**src/rtl/mrrc_pkg.sv**
```systemverilog
`default_nettype none

package mrrc_pkg;

    // Configuration register indexes.
    localparam logic [2:0] REG_STATION_ID    = 3'd0;
    localparam logic [2:0] REG_OPERATION     = 3'd1;
    localparam logic [2:0] REG_START_ADDRESS = 3'd2;
    localparam logic [2:0] REG_READ_COUNT    = 3'd3;
    localparam logic [2:0] REG_WRITE_VALUE   = 3'd4;
    localparam logic [2:0] REG_WRITE_COUNT   = 3'd5;

    // Operation codes.
    localparam logic [1:0] OP_READ         = 2'd0;
    localparam logic [1:0] OP_WRITE_SINGLE = 2'd1;
    localparam logic [1:0] OP_WRITE_MULTI  = 2'd2;

    // Modbus function codes.
    localparam logic [7:0] FC_READ_HOLDING = 8'h03;
    localparam logic [7:0] FC_WRITE_SINGLE = 8'h06;
    localparam logic [7:0] FC_WRITE_MULTI  = 8'h10;

    // Error codes.
    localparam logic [2:0] ERR_OK          = 3'd0;
    localparam logic [2:0] ERR_LENGTH      = 3'd1;
    localparam logic [2:0] ERR_READ_COUNT  = 3'd2;
    localparam logic [2:0] ERR_HEADER      = 3'd3;
    localparam logic [2:0] ERR_CRC         = 3'd4;
    localparam logic [2:0] ERR_ADDRESS     = 3'd5;
    localparam logic [2:0] ERR_DATA        = 3'd6;
    localparam logic [2:0] ERR_WRITE_COUNT = 3'd7;

    localparam logic [15:0] CRC_INIT    = 16'hFFFF;
    localparam logic [15:0] CRC_POLY    = 16'hA001;
    localparam logic [7:0]  INDEX_MAX   = 8'hFF;

    typedef struct packed {
        logic [7:0]  station_id;
        logic [1:0]  operation;
        logic [15:0] start_address;
        logic [6:0]  read_count;
        logic [15:0] write_value;
        logic [15:0] write_count;
    } cfg_t;

    typedef struct packed {
        logic       valid;
        logic [7:0] data;
        logic       last;
    } in_word_t;

    typedef struct packed {
        logic       valid_res;
        logic [2:0] error_code;
    } result_t;

    // One byte of the reflected Modbus CRC-16.
    function automatic logic [15:0] crc_feed(input logic [15:0] crc_in,
                                             input logic [7:0]  data);
        logic [15:0] crc;
        crc = crc_in ^ {8'h00, data};
        for (int i = 0; i < 8; i++) begin
            if (crc[0]) begin
                crc = (crc >> 1) ^ CRC_POLY;
            end else begin
                crc = crc >> 1;
            end
        end
        return crc;
    endfunction

endpackage

`default_nettype wire

```
**src/rtl/mrrc_cfg.sv**
```systemverilog
`default_nettype none

module mrrc_cfg (
    input  wire logic                aclk,
    input  wire logic                aresetn,
    input  wire logic                cfg_valid,
    output logic                     cfg_ready,
    input  wire logic [2:0]          cfg_index,
    input  wire logic [15:0]         cfg_data,
    output mrrc_pkg::cfg_t           cfg
);

    mrrc_pkg::cfg_t cfg_reg;

    assign cfg_ready = 1'b1;
    assign cfg       = cfg_reg;

    always_ff @(posedge aclk) begin
        if (!aresetn) begin
            cfg_reg.station_id    <= 8'd1;
            cfg_reg.operation     <= mrrc_pkg::OP_READ;
            cfg_reg.start_address <= 16'd0;
            cfg_reg.read_count    <= 7'd1;
            cfg_reg.write_value   <= 16'd0;
            cfg_reg.write_count   <= 16'd0;
        end else if (cfg_valid && cfg_ready) begin
            case (cfg_index)
                mrrc_pkg::REG_STATION_ID:    cfg_reg.station_id    <= cfg_data[7:0];
                mrrc_pkg::REG_OPERATION:     cfg_reg.operation     <= cfg_data[1:0];
                mrrc_pkg::REG_START_ADDRESS: cfg_reg.start_address <= cfg_data;
                mrrc_pkg::REG_READ_COUNT:    cfg_reg.read_count    <= cfg_data[6:0];
                mrrc_pkg::REG_WRITE_VALUE:   cfg_reg.write_value   <= cfg_data;
                mrrc_pkg::REG_WRITE_COUNT:   cfg_reg.write_count   <= cfg_data;
                default: ;
            endcase
        end
    end

endmodule

`default_nettype wire

```
**src/rtl/mrrc_core.sv**
```systemverilog
`default_nettype none

module mrrc_core (
    input  wire logic               aclk,
    input  wire logic               aresetn,
    input  wire mrrc_pkg::cfg_t     cfg,
    input  wire mrrc_pkg::in_word_t in_word,
    output logic                    in_ready,
    output logic                    m_valid,
    input  wire logic               m_ready,
    output mrrc_pkg::result_t       result
);

    logic [7:0]  byte_index_reg;
    logic [7:0]  hdr_reg [6];
    logic [15:0] crc_now_reg;
    logic [15:0] crc_hist_reg;
    logic [7:0]  prev_byte_reg;
    logic        too_long_reg;

    logic              m_valid_reg;
    mrrc_pkg::result_t result_reg;

    logic              advance;
    logic [7:0]        hdr_cur [6];
    logic [8:0]        frame_len;
    logic              over;
    logic              crc_ok;
    logic [15:0]       addr;
    logic [15:0]       word45;
    logic [7:0]        fc_expect;
    logic [2:0]        err;

    // A non-final word never produces a verdict, so it can always move on.
    assign in_ready = !in_word.last || !m_valid_reg || m_ready;
    assign advance  = in_word.valid && in_ready;
    assign m_valid  = m_valid_reg;
    assign result   = result_reg;

    always_comb begin
        for (int k = 0; k < 6; k++) begin
            hdr_cur[k] = (byte_index_reg == 8'(k)) ? in_word.data : hdr_reg[k];
        end
    end

    always_comb begin
        frame_len = {1'b0, byte_index_reg} + 9'd1;
        over      = too_long_reg || (byte_index_reg == mrrc_pkg::INDEX_MAX);
        crc_ok    = (byte_index_reg != 8'd0) &&
                    (prev_byte_reg == crc_hist_reg[7:0]) &&
                    (in_word.data == crc_hist_reg[15:8]);
        addr      = {hdr_cur[2], hdr_cur[3]};
        word45    = {hdr_cur[4], hdr_cur[5]};
        fc_expect = (cfg.operation == mrrc_pkg::OP_WRITE_SINGLE) ?
                    mrrc_pkg::FC_WRITE_SINGLE : mrrc_pkg::FC_WRITE_MULTI;
        err       = mrrc_pkg::ERR_OK;
        if (cfg.operation == mrrc_pkg::OP_WRITE_SINGLE ||
            cfg.operation == mrrc_pkg::OP_WRITE_MULTI) begin
            if (over || frame_len != 9'd8) begin
                err = mrrc_pkg::ERR_LENGTH;
            end else if (hdr_cur[0] != cfg.station_id || hdr_cur[1] != fc_expect) begin
                err = mrrc_pkg::ERR_HEADER;
            end else if (!crc_ok) begin
                err = mrrc_pkg::ERR_CRC;
            end else if (addr != cfg.start_address) begin
                err = mrrc_pkg::ERR_ADDRESS;
            end else if (cfg.operation == mrrc_pkg::OP_WRITE_SINGLE &&
                         word45 != cfg.write_value) begin
                err = mrrc_pkg::ERR_DATA;
            end else if (cfg.operation == mrrc_pkg::OP_WRITE_MULTI &&
                         word45 != cfg.write_count) begin
                err = mrrc_pkg::ERR_WRITE_COUNT;
            end
        end else begin
            // The unused operation code behaves as a read.
            if (over || frame_len < 9'd5 ||
                frame_len != 9'd5 + {1'b0, hdr_cur[2]}) begin
                err = mrrc_pkg::ERR_LENGTH;
            end else if (hdr_cur[2] != {cfg.read_count, 1'b0}) begin
                err = mrrc_pkg::ERR_READ_COUNT;
            end else if (hdr_cur[0] != cfg.station_id ||
                         hdr_cur[1] != mrrc_pkg::FC_READ_HOLDING) begin
                err = mrrc_pkg::ERR_HEADER;
            end else if (!crc_ok) begin
                err = mrrc_pkg::ERR_CRC;
            end
        end
    end

    always_ff @(posedge aclk) begin
        if (!aresetn) begin
            byte_index_reg <= 8'd0;
            for (int k = 0; k < 6; k++) begin
                hdr_reg[k] <= 8'd0;
            end
            crc_now_reg   <= mrrc_pkg::CRC_INIT;
            crc_hist_reg  <= mrrc_pkg::CRC_INIT;
            prev_byte_reg <= 8'd0;
            too_long_reg  <= 1'b0;
            m_valid_reg   <= 1'b0;
        end else begin
            if (advance) begin
                if (in_word.last) begin
                    byte_index_reg <= 8'd0;
                    for (int k = 0; k < 6; k++) begin
                        hdr_reg[k] <= 8'd0;
                    end
                    crc_now_reg   <= mrrc_pkg::CRC_INIT;
                    crc_hist_reg  <= mrrc_pkg::CRC_INIT;
                    prev_byte_reg <= 8'd0;
                    too_long_reg  <= 1'b0;
                end else begin
                    for (int k = 0; k < 6; k++) begin
                        hdr_reg[k] <= hdr_cur[k];
                    end
                    crc_hist_reg  <= crc_now_reg;
                    crc_now_reg   <= mrrc_pkg::crc_feed(crc_now_reg, in_word.data);
                    prev_byte_reg <= in_word.data;
                    if (byte_index_reg == mrrc_pkg::INDEX_MAX) begin
                        too_long_reg <= 1'b1;
                    end else begin
                        byte_index_reg <= byte_index_reg + 8'd1;
                    end
                end
            end
            if (advance && in_word.last) begin
                m_valid_reg <= 1'b1;
            end else if (m_ready) begin
                m_valid_reg <= 1'b0;
            end
        end
    end

    always_ff @(posedge aclk) begin
        if (advance && in_word.last) begin
            result_reg.valid_res  <= (err == mrrc_pkg::ERR_OK);
            result_reg.error_code <= err;
        end
    end

    a_verdict_consistent: assert property (@(posedge aclk) disable iff (!aresetn)
        m_valid_reg |-> (result_reg.valid_res == (result_reg.error_code == mrrc_pkg::ERR_OK)))
        else $error("verdict flag disagrees with error code");

    a_frame_cleared: assert property (@(posedge aclk) disable iff (!aresetn)
        (advance && in_word.last) |=>
            (byte_index_reg == 8'd0 && crc_now_reg == mrrc_pkg::CRC_INIT && !too_long_reg))
        else $error("frame state not cleared after final word");

    a_too_long_saturated: assert property (@(posedge aclk) disable iff (!aresetn)
        too_long_reg |-> (byte_index_reg == mrrc_pkg::INDEX_MAX))
        else $error("overlong flag set before byte index saturated");

    a_no_verdict_overwrite: assert property (@(posedge aclk) disable iff (!aresetn)
        (advance && in_word.last) |-> (!m_valid_reg || m_ready))
        else $error("verdict overwritten while still pending");

endmodule

`default_nettype wire

```
**src/rtl/modbus_rtu_response_checker_top.sv**
```systemverilog
`default_nettype none

// Modbus RTU reply checker. Reply bytes enter one word per cycle on the s_ channel, with
// s_last on the final byte of the frame; a byte can be taken every clock. On the final
// byte a single verdict (pass flag and error code) appears on the m_ channel: the byte
// is captured in the input register, and once the core accepts it, the check logic loads
// the result register. A final byte waits in the input register while the previous verdict
// has not yet been taken, and intake stalls meanwhile. Configuration registers are written
// through the cfg_ channel by index and should only change while no frame is in flight.
module modbus_rtu_response_checker_top (
    input  wire logic        aclk,
    input  wire logic        aresetn,
    input  wire logic        cfg_valid,
    output logic             cfg_ready,
    input  wire logic [2:0]  cfg_index,
    input  wire logic [15:0] cfg_data,
    input  wire logic        s_valid,
    output logic             s_ready,
    input  wire logic [7:0]  s_rx_byte,
    input  wire logic        s_last,
    output logic             m_valid,
    input  wire logic        m_ready,
    output logic             m_valid_res,
    output logic [2:0]       m_error_code
);

    mrrc_pkg::cfg_t     cfg;
    mrrc_pkg::in_word_t in_reg;
    mrrc_pkg::result_t  result;
    logic               core_ready;

    assign s_ready = !in_reg.valid || core_ready;

    always_ff @(posedge aclk) begin
        if (s_valid && s_ready) begin
            in_reg.data <= s_rx_byte;
            in_reg.last <= s_last;
        end
        if (!aresetn) begin
            in_reg.valid <= 1'b0;
        end else if (s_ready) begin
            in_reg.valid <= s_valid;
        end
    end

    mrrc_cfg u_cfg (
        .aclk      (aclk),
        .aresetn   (aresetn),
        .cfg_valid (cfg_valid),
        .cfg_ready (cfg_ready),
        .cfg_index (cfg_index),
        .cfg_data  (cfg_data),
        .cfg       (cfg)
    );

    mrrc_core u_core (
        .aclk     (aclk),
        .aresetn  (aresetn),
        .cfg      (cfg),
        .in_word  (in_reg),
        .in_ready (core_ready),
        .m_valid  (m_valid),
        .m_ready  (m_ready),
        .result   (result)
    );

    assign m_valid_res  = result.valid_res;
    assign m_error_code = result.error_code;

endmodule

`default_nettype wire

```
**config.mk**
```make
export PLATFORM = sky130hd
export DESIGN_NAME = modbus_rtu_response_checker_top
export DESIGN_NICKNAME = d
export VERILOG_FILES = /design/src/rtl/mrrc_pkg.sv /design/src/rtl/mrrc_cfg.sv /design/src/rtl/mrrc_core.sv /design/src/rtl/modbus_rtu_response_checker_top.sv
export SDC_FILE = /design/constraint.sdc
export NUM_CORES = 1
export LEC_CHECK = 0
export BUFFER_PORTS_ARGS = -buffer_cell sky130_fd_sc_hd__buf_2
export CORE_MARGIN = 1
export CORE_UTILIZATION = 40
export DETAILED_ROUTE_END_ITERATION = 16
export PLACE_DENSITY = 0.64
export SYNTH_ARGS = -nofsm -noshare
export SYNTH_HDL_FRONTEND = slang
export SYNTH_SLANG_ARGS = --single-unit
```
**constraint.sdc**
```tcl
create_clock -name aclk -period 11.5 [get_ports aclk]
set_input_delay 2.3 -clock aclk [delete_from_list [all_inputs] [get_ports aclk]]
set_output_delay 2.3 -clock aclk [all_outputs]
set_load 0.05 [all_outputs]
```
==> flow_metrics.env, run 1 <==
export IMPL_fin_crit_ps=5310
export IMPL_slew_limit_headroom=0.171
export IMPL_die_h_um=156
export IMPL_cts_tree="yes"
export IMPL_clkSlewWorstSetupHoldPaths_ps=70
export IMPL_fp_dieW_um=156
export IMPL_cts_sinks=172
export IMPL_ctsHoldBuffers=0
export IMPL_synth_ff_type="dfxtp_1"
export IMPL_end_kind="output port"
export IMPL_ff_latch_area_um2=4050
export IMPL_power_density_nw_per_um2=131
export IMPL_top_usage_layer="met2"
export IMPL_p_leak_nw=3.76
export IMPL_drive_gt1_frac=0.0874
export IMPL_setup_tns_ps=0
export IMPL_largest_reg_flops=65
export IMPL_required_ps=9200
export IMPL_max_freq_ghz=0.188
export IMPL_post_cts_resized=0
export IMPL_vias=8015
export IMPL_status="finished, final reports clean"
export IMPL_dpl_instance_area_um2=9930
export IMPL_crit_arrival_ps=3010
export IMPL_routed_wl_um=27400
export IMPL_clk_path_buf_depth=2
export IMPL_antenna_found_initial=0
export IMPL_grt_pass1_wl_um=42400
export IMPL_gp_congestion=0.915
export IMPL_syn_area_um2=9530
export IMPL_setup_viol=0
export IMPL_syn_avg_cell_area_um2=8.82
export IMPL_crit_type="in -> out"
export IMPL_nets=1129
export IMPL_antenna_cells=0
export IMPL_ys_warn_count=0
export IMPL_area_growth_pct=10.0
export IMPL_synth_seq_area_share=0.425
export IMPL_rows=56
export IMPL_cts_setup_buffers=0
export IMPL_hpwl_um=18900
export IMPL_cts_made_buffers=17
export IMPL_overflow=0
export IMPL_drtIter0Drc=795
export IMPL_grt_use_met1=0.309
export IMPL_peakVddDrop_uv=89.8
export IMPL_first_global_vias=7329
export IMPL_htreeDepth=4
export IMPL_cts_root_buf="clkbuf_16"
export IMPL_rsz0062_at_grt="false"
export IMPL_pin_count=40
export IMPL_gr_usage_met2=0.366
export IMPL_drt_first_pass_iters=5
export IMPL_clock_skew_final_ps=7.28
export IMPL_drc=0
export IMPL_critical_path_startpoint_type="input port"
export IMPL_initial_core_util=0.407
export IMPL_clkLatencyLatePin_ps=430
export IMPL_grt_max_degree=81
export IMPL_max_slew_worst_pin_slew_ps=1240
export IMPL_ys_seq_elements=172
export IMPL_multi_input_area_um2=5090
export IMPL_syn_inst=1080
export IMPL_hold_violations=0
export IMPL_final_core_util=0.448
export IMPL_core_area_um2=23400
export IMPL_grt_usage=0.229
export IMPL_design_area_um2=10500
export IMPL_finalCritPeriodShare=0.462
export IMPL_cap_viol_max_count=0
export IMPL_synth_edf_count=61
export IMPL_syn_nets=1123
export IMPL_async_reset_ff_frac=0
export IMPL_yosys_top_cells_area="dfxtp_1, edfxtp_1, nand2_1"
export IMPL_synth_cell_type_count=70
export IMPL_cp_max_fo=4
export IMPL_synth_top_area_share=0.233
export IMPL_met3_usage=0.0349
export IMPL_synth_top_cell_by_area="dfxtp_1"
export IMPL_num_fill_cells=2317
export IMPL_ant_nets=0
export IMPL_die_area_um2=24400
export IMPL_slew_viol_final=0
export IMPL_wl_per_cell_um=19.3
export IMPL_post_drt_via_cell_ratio=5.65
export IMPL_hold_path_class="reg -> reg"
export IMPL_port_buffers=38
-- per-layer routing --
metal	share of wire	wire [um]
met2	0.46	12700
met1	0.45	12400
met5	0	0
met3	0.053	1460
met4	0.029	803
-- power breakdown --
part / switching [mW] / leakage (nW) / internal [mW]
sequential: 0.0241 / 1.53 / 0.651
clock: 0.267 / 0.268 / 0.284
combinational: 0.0906 / 1.96 / 0.0582
-- critical path, stage by stage --
cell and delay, ps:
buf_2 90, nor2b_1 240, nand3_1 140, buf_2 230
-- final cells by class --
cell class | count | area share
Clock buffer | 17 | 0.0406
Sequential cell | 172 | 0.387
Timing Repair Buffer | 49 | 0.0260
Tap cell | 319 | 0.0381
Clock inverter | 15 | 0.0121
Inverter | 30 | 0.0107
Multi-Input combinational cell | 816 | 0.486
-- cells in the mapped netlist (4+ instances only) --
cell type,instances
a22oi_1,6
and3_1,7
nand2b_1,7
nor4_1,10
nand2_1,201
nor3b_1,4
xor2_1,54
nor2b_1,22
xnor2_1,73
dfxtp_1,111
ha_1,10
clkbuf_1,42
nand4_1,13
inv_1,28
nor2_1,67
nand3_1,24
and2_1,11
a21oi_1,62
a221o_1,4
o211ai_1,5
o21ai_0,31
mux2i_1,11
edfxtp_1,61
buf_1,8
o2111ai_1,6
buf_2,7
a2111oi_0,5
o2bb2ai_1,7
a21boi_0,63
o22ai_1,13
o22a_1,21
nor4b_1,5
nor3_1,20
-- per-stage QoR --
step	hold WS, ps	std cells	power, mW	worst slack (ps)
after global placement	443	1386	0.834	6220
after global routing	489	1418	1.42	6130
final	467	1418	1.38	6190
after detailed placement	454	1386	0.835	6200
after floorplan	437	1080	0.784	6270
after CTS	467	1418	1.38	6200
-- path summary, 6_finish.rpt --
path / start / endpoint / slack (ps) / cells past startpoint
max: m_ready / s_ready / 6190 / 4
min: u_core.crc_now_reg[12] / u_core.crc_hist_reg[12] / 470 / 1
max reg2reg: u_core.byte_index_reg[0] / u_core.result[2] / 6850 / 13
min reg2reg: u_core.crc_now_reg[12] / u_core.crc_hist_reg[12] / 470 / 1
-- cells in the final DEF, fill, tap and decap left out, types with 4 or more instances in the layout --
cell type	n
nand2_1	200
dfxtp_1	111
xnor2_1	73
nor2_1	67
a21boi_0	63
a21oi_1	62
edfxtp_1	61
xor2_1	54
buf_2	38
o21ai_0	31
inv_1	28
nand3_1	24
nor2b_1	22
o22a_1	21
nor3_1	20
clkbuf_16	17
nand4_1	13
o22ai_1	13
and2_1	11
mux2i_1	11
buf_4	11
nor4_1	10
ha_1	10
nand2b_1	7
and3_1	7
o2bb2ai_1	7
inv_6	7
a22oi_1	6
o2111ai_1	6
o211ai_1	5
nor4b_1	5
a2111oi_0	5
nor3b_1	4
a221o_1	4
-- cell families after synthesis --
kind of cell | count (synthesis) | synth area share
compound gates | 255 | 0.185
fa+ha+maj | 10 | 0.0131
simple gates | 408 | 0.199
buf+inv | 92 | 0.0403
flops | 172 | 0.425
xor+xnor | 129 | 0.121
mux | 13 | 0.0151
other cells | 1 | 0.000394
Power figures use the tool's default switching activity.
==> run 2, diff against run 1 <==
Settings changed: PLACE_DENSITY 0.64 to 0.66.
Clock period 11.5 ns to 4.3 ns, I/O delays scaled along.
==> run 2 against run 1 <==
Net effect: die area unchanged; first-iteration DRC count is 0.38% lower; via count up 0.82%; critical path type is now reg -> reg.
==> flow_metrics.env, run 2 (synthesized netlist as in run 1, its figures left out) <==
export IMPL_antenna_found_initial=1
export IMPL_initial_core_util=0.407
export IMPL_final_cell_mix="nand2_1, dfxtp_1, xnor2_1, nor2_1, a21boi_0"
export IMPL_dpl_instance_area_um2=10000
export IMPL_end_kind="register"
export IMPL_gp_congestion=0.913
export IMPL_rows=56
export IMPL_grt_max_degree=80
export IMPL_cts_root_buf="clkbuf_16"
export IMPL_peakVddDrop_uv=267
export IMPL_p_leak_nw=3.84
export IMPL_grt_pass1_wl_um=43400
export IMPL_cts_made_buffers=17
export IMPL_slew_viol_final=0
export IMPL_clock_skew_final_ps=10.0
export IMPL_layout_commonest_cell="nand2_1"
export IMPL_vias=8081
export IMPL_setup_slack_ps=394
export IMPL_drtIter0Drc=792
export IMPL_crit_type="reg -> reg"
export IMPL_htreeDepth=4
export IMPL_overflow=0
export IMPL_hold_violations=0
export IMPL_power_density_nw_per_um2=357
export IMPL_fin_cells=1430
export IMPL_pin_count=40
export IMPL_dp_slack_ps=368
export IMPL_drt_first_pass_iters=7
export IMPL_cts_tree="yes"
export IMPL_ant_nets=0
export IMPL_drive_gt1_frac=0.0964
export IMPL_wl_per_cell_um=19.5
export IMPL_nets=1140
export IMPL_slew_limit_headroom=0.244
export IMPL_cts_sinks=172
export IMPL_setup_tns_ps=0
export IMPL_die_area_um2=24400
export IMPL_port_buffers=38
export IMPL_setup_viol=0
export IMPL_core_area_um2=23400
export IMPL_cap_viol_max_count=0
export IMPL_holdWs_ps=469
export IMPL_grt_usage=0.235
export IMPL_clkLatencyLatePin_ps=440
export IMPL_drc=0
export IMPL_required_ps=4500
export IMPL_max_freq_ghz=0.256
export IMPL_hpwl_um=20400
export IMPL_rsz0062_at_grt="false"
export IMPL_fin_crit_ps=3910
export IMPL_hold_path_class="reg -> reg"
export IMPL_clkSlewWorstSetupHoldPaths_ps=80
export IMPL_post_drt_via_cell_ratio=5.65
export IMPL_dp_cells=1397
export IMPL_area_growth_pct=11.6
export IMPL_largest_reg_flops=65
export IMPL_cp_max_fo=10
export IMPL_routed_wl_um=27800
export IMPL_finalCritPeriodShare=0.908
export IMPL_critical_path_startpoint_type="register"
export IMPL_fp_dieW_um=156
export IMPL_die_h_um=156
export IMPL_ctsHoldBuffers=0
export IMPL_max_slew_worst_pin_slew_ps=1130
export IMPL_first_global_vias=7667
export IMPL_status="finished, final reports clean"
export IMPL_clk_path_buf_depth=2
export IMPL_design_area_um2=10600
export IMPL_crit_arrival_ps=4110
## run 2: cell count changes in the layout (fill, tap and decap cells not counted), moves of 2 or more
cell,previous run,this run
buf_4,11,22
clkinv_8,0,5
clkinvlp_2,2,0
inv_12,0,2
## run 2: worst paths after layout
path | start | endpoint | slack (ps) | cells past startpoint
worst max-delay path | u_core.byte_index_reg[0] | u_core.result[3] | 390 | 14
worst min-delay path | u_core.crc_now_reg[9] | u_core.crc_hist_reg[9] | 470 | 1
worst max register to register | u_core.byte_index_reg[0] | u_core.result[3] | 390 | 14
worst min register to register | u_core.crc_now_reg[9] | u_core.crc_hist_reg[9] | 470 | 1
## run 2: metal layers
layer  track usage  vias up  wire [um]
met4        0.0826        0        688
met2         0.393      308      13300
met1         0.303     3890      12100
li1              -     3822          -
met5             0        -          0
met3        0.0435       61       1680
## run 2: per-stage QoR
stage / power (mW) / utilization
after floorplan: 2.10 / -
after global placement: 2.23 / 0.428
after detailed placement: 2.24 / 0.428
after CTS: 3.81 / 0.454
after global routing: 3.92 / 0.454
final: 3.79 / 0.454
## run 2: critical path, cell delays in order (launching register included)
cell and delay, ps:
dfxtp_1 380, inv_1 190, ha_1 210, or3b_2 570
nor3_1 180, a21oi_1 90, inv_1 80, ha_1 260
o21ai_0 120, mux2_2 320, xnor3_1 370, nor4_2 260
o2111ai_1 300, o22a_1 250, o21a_1 90
## run 2: final cells by class
type / instances / area [um2]
fill: 2314 / 12800
multi-input combinational: 816 / 5090
sequential: 172 / 4050
clock buffer: 17 / 425
tap: 319 / 399
timing repair buffer: 60 / 355
clock inverter: 15 / 189
inverter: 30 / 113
antenna: 1 / 2.50
## run 2: report_power, final
group / switching, mW / total [mW] / internal (mW)
sequential: 0.0710 / 1.81 / 1.74
clock: 0.787 / 1.58 / 0.798
combinational: 0.237 / 0.397 / 0.160
total: 1.09 / 3.79 / 2.70
## run 2: what timing repair did
action,in CTS,in global routing
buffers inserted,0,0
endpoints found under the setup margin,0,2
gates resized for setup,0,1
==> run 3, diff against run 2 <==
Settings changed: CORE_UTILIZATION 40 to 50, PLACE_DENSITY 0.66 to 0.77.
==> run 3 against run 2 <==
Net effect: combinational power is 3% higher; cell area is 0.98% lower; sequential cell count stayed put; register-to-register slack worse by 110 ps; core utilization is 11 points higher; first-iteration DRC count is 3.8% lower; sequential power hardly changed; largest cell class unchanged; critical endpoint unchanged; via count is 1.8% higher; critical path depth is 1 lower; clock skew is 4.8 ps higher; highest routed layer unchanged.
==> flow_metrics.env, run 3 (synthesized netlist as in run 1, its figures left out) <==
export IMPL_status="finished, final reports clean"
export IMPL_overflow=0
export IMPL_cp_max_fo=10
export IMPL_port_buffers=38
export IMPL_hpwl_um=19800
export IMPL_hold_path_class="reg -> reg"
export IMPL_cts_sinks=172
export IMPL_dpl_instance_area_um2=9940
export IMPL_slew_limit_headroom=0.341
export IMPL_max_freq_ghz=0.249
export IMPL_crit_end="u_core.result[3]"
export IMPL_largest_reg_flops=65
export IMPL_cpMaxStageDelayCell="or3b_2"
export IMPL_drt_first_pass_iters=7
export IMPL_antenna_found_initial=0
export IMPL_crit_type="reg -> reg"
export IMPL_cts_tree="yes"
export IMPL_power_share_clock=0.410
export IMPL_grt_usage=0.287
export IMPL_final_cell_mix="nand2_1, dfxtp_1, xnor2_1, nor2_1, a21boi_0"
export IMPL_hold_violations=0
export IMPL_first_global_vias=7811
export IMPL_max_slew_worst_pin_slew_ps=981
export IMPL_area_growth_pct=10.5
export IMPL_routed_wl_um=27600
export IMPL_fp_dieW_um=140
export IMPL_min_from="u_core.crc_now_reg[9]"
export IMPL_layout_commonest_cell="nand2_1"
export IMPL_clk_path_buf_depth=2
export IMPL_holdWs_ps=467
export IMPL_switching_share=0.269
export IMPL_setup_viol=0
export IMPL_ctsHoldBuffers=0
export IMPL_design_area_um2=10500
export IMPL_top_usage_layer="met2"
export IMPL_pin_count=40
export IMPL_multi_input_area_um2=5090
export IMPL_setup_tns_ps=0
export IMPL_slowest_delay_ps=580
export IMPL_gr_usage_met2=0.453
export IMPL_peakVddDrop_uv=317
export IMPL_internal_power_mw=2.74
export IMPL_rows=50
export IMPL_pwr_share_seq=0.481
export IMPL_clock_skew_final_ps=14.8
export IMPL_drive_gt1_frac=0.0987
export IMPL_reg2reg_to="u_core.result[3]"
export IMPL_wl_per_cell_um=20.5
export IMPL_ant_nets=0
export IMPL_crit_chain="inv_1 > ha_1 > or3b_2 > o21ai_0 > nand2_1 > ha_1 > o21ai_0 > mux2_2 > xnor3_1 > nor4_2 > o2111ai_1 > o22a_1 > o21a_1"
export IMPL_cp_top_family="compound AO/OA/AOI/OAI gates"
export IMPL_clkSlewWorstSetupHoldPaths_ps=60
export IMPL_regToRegStartpoint="u_core.byte_index_reg[0]"
export IMPL_power_switching_mw=1.01
export IMPL_nets=1144
export IMPL_cts_root_buf="clkbuf_16"
export IMPL_core_area_um2=18700
export IMPL_initial_core_util=0.509
export IMPL_required_ps=4490
export IMPL_grt_pass1_wl_um=42800
export IMPL_num_fill_cells=1643
export IMPL_grt_use_met1=0.367
export IMPL_crit_arrival_ps=4200
export IMPL_vias=8224
export IMPL_drtIter0Drc=762
export IMPL_power_density_nw_per_um2=356
export IMPL_ff_latch_area_um2=4050
export IMPL_r2r_cells=13
export IMPL_slew_viol_final=0
export IMPL_gp_congestion=0.926
export IMPL_setup_slack_ps=288
export IMPL_finalCritPeriodShare=0.933
export IMPL_path_buf_inv=1
export IMPL_post_drt_via_cell_ratio=6.10
export IMPL_cts_made_buffers=17
export IMPL_cts_setup_buffers=0
export IMPL_grt_max_degree=80
export IMPL_p_leak_nw=3.84
export IMPL_htreeDepth=4
export IMPL_clkLatencyLatePin_ps=440
export IMPL_rsz0062_at_grt="false"
export IMPL_combPwrFrac=0.109
export IMPL_end_kind="register"
export IMPL_startpoint="u_core.byte_index_reg[0]"
export IMPL_r2r_setup_slack_ps=290
export IMPL_post_cts_resized=0
export IMPL_antenna_cells=0
export IMPL_die_area_um2=19600
export IMPL_drc=0
export IMPL_met3_usage=0.0776
export IMPL_critical_path_startpoint_type="register"
export IMPL_fin_crit_ps=4010
export IMPL_cap_viol_max_count=0
export IMPL_die_h_um=140
export IMPL_cp_depth=13
export IMPL_dp_slack_ps=372
run 3: cell types whose count changed in the layout (fill, tap and decap cells not counted), moves of 2 or more:
cell,before,now
buf_4,22,26
clkbuf_16,17,19
clkinv_4,0,2
clkinv_8,5,0
clkinvlp_4,0,3
inv_12,2,0
inv_6,6,2
run 3: area by class of cell:
class,count,area share
well taps,234,0.0278
inverters,30,0.0107
clock inverters,11,0.00915
multi-input cells,816,0.484
clock buffers,21,0.0468
flip-flops and latches,172,0.385
repair buffers,64,0.0366
run 3: power groups by stage:
stage / Sequential, mW / Clock [mW] / Combinational (mW)
2_1_floorplan: 1.82 / 0 / 0.281
3_3_place_gp: 1.84 / 0 / 0.394
3_5_place_dp: 1.84 / 0 / 0.399
4_1_cts: 1.80 / 1.54 / 0.401
5_1_grt: 1.81 / 1.60 / 0.440
6_report: 1.80 / 1.54 / 0.408
run 3: metal layers:
metal  up-vias  part of all wire
met2       411              0.46
li1       3837                 -
met4         0             0.035
met5         -                 0
met1      3903              0.41
met3        73             0.095
run 3: per-stage QoR:
step                      utilization  instances  power (mW)
final                           0.563       1348        3.75
after global routing            0.563       1348        3.85
after CTS                       0.563       1348        3.74
after detailed placement        0.531       1316        2.24
after global placement          0.531       1316        2.23
after floorplan                     -       1080        2.10
run 3: worst min path at each step:
stage	to	cells after the start
after global routing	u_core.crc_hist_reg[10]	1
after global placement	u_core.crc_hist_reg[11]	1
after CTS	u_core.crc_hist_reg[12]	1
after detailed placement	u_core.crc_hist_reg[12]	1
after floorplan	u_core.crc_hist_reg[10]	1
final	u_core.crc_hist_reg[9]	1
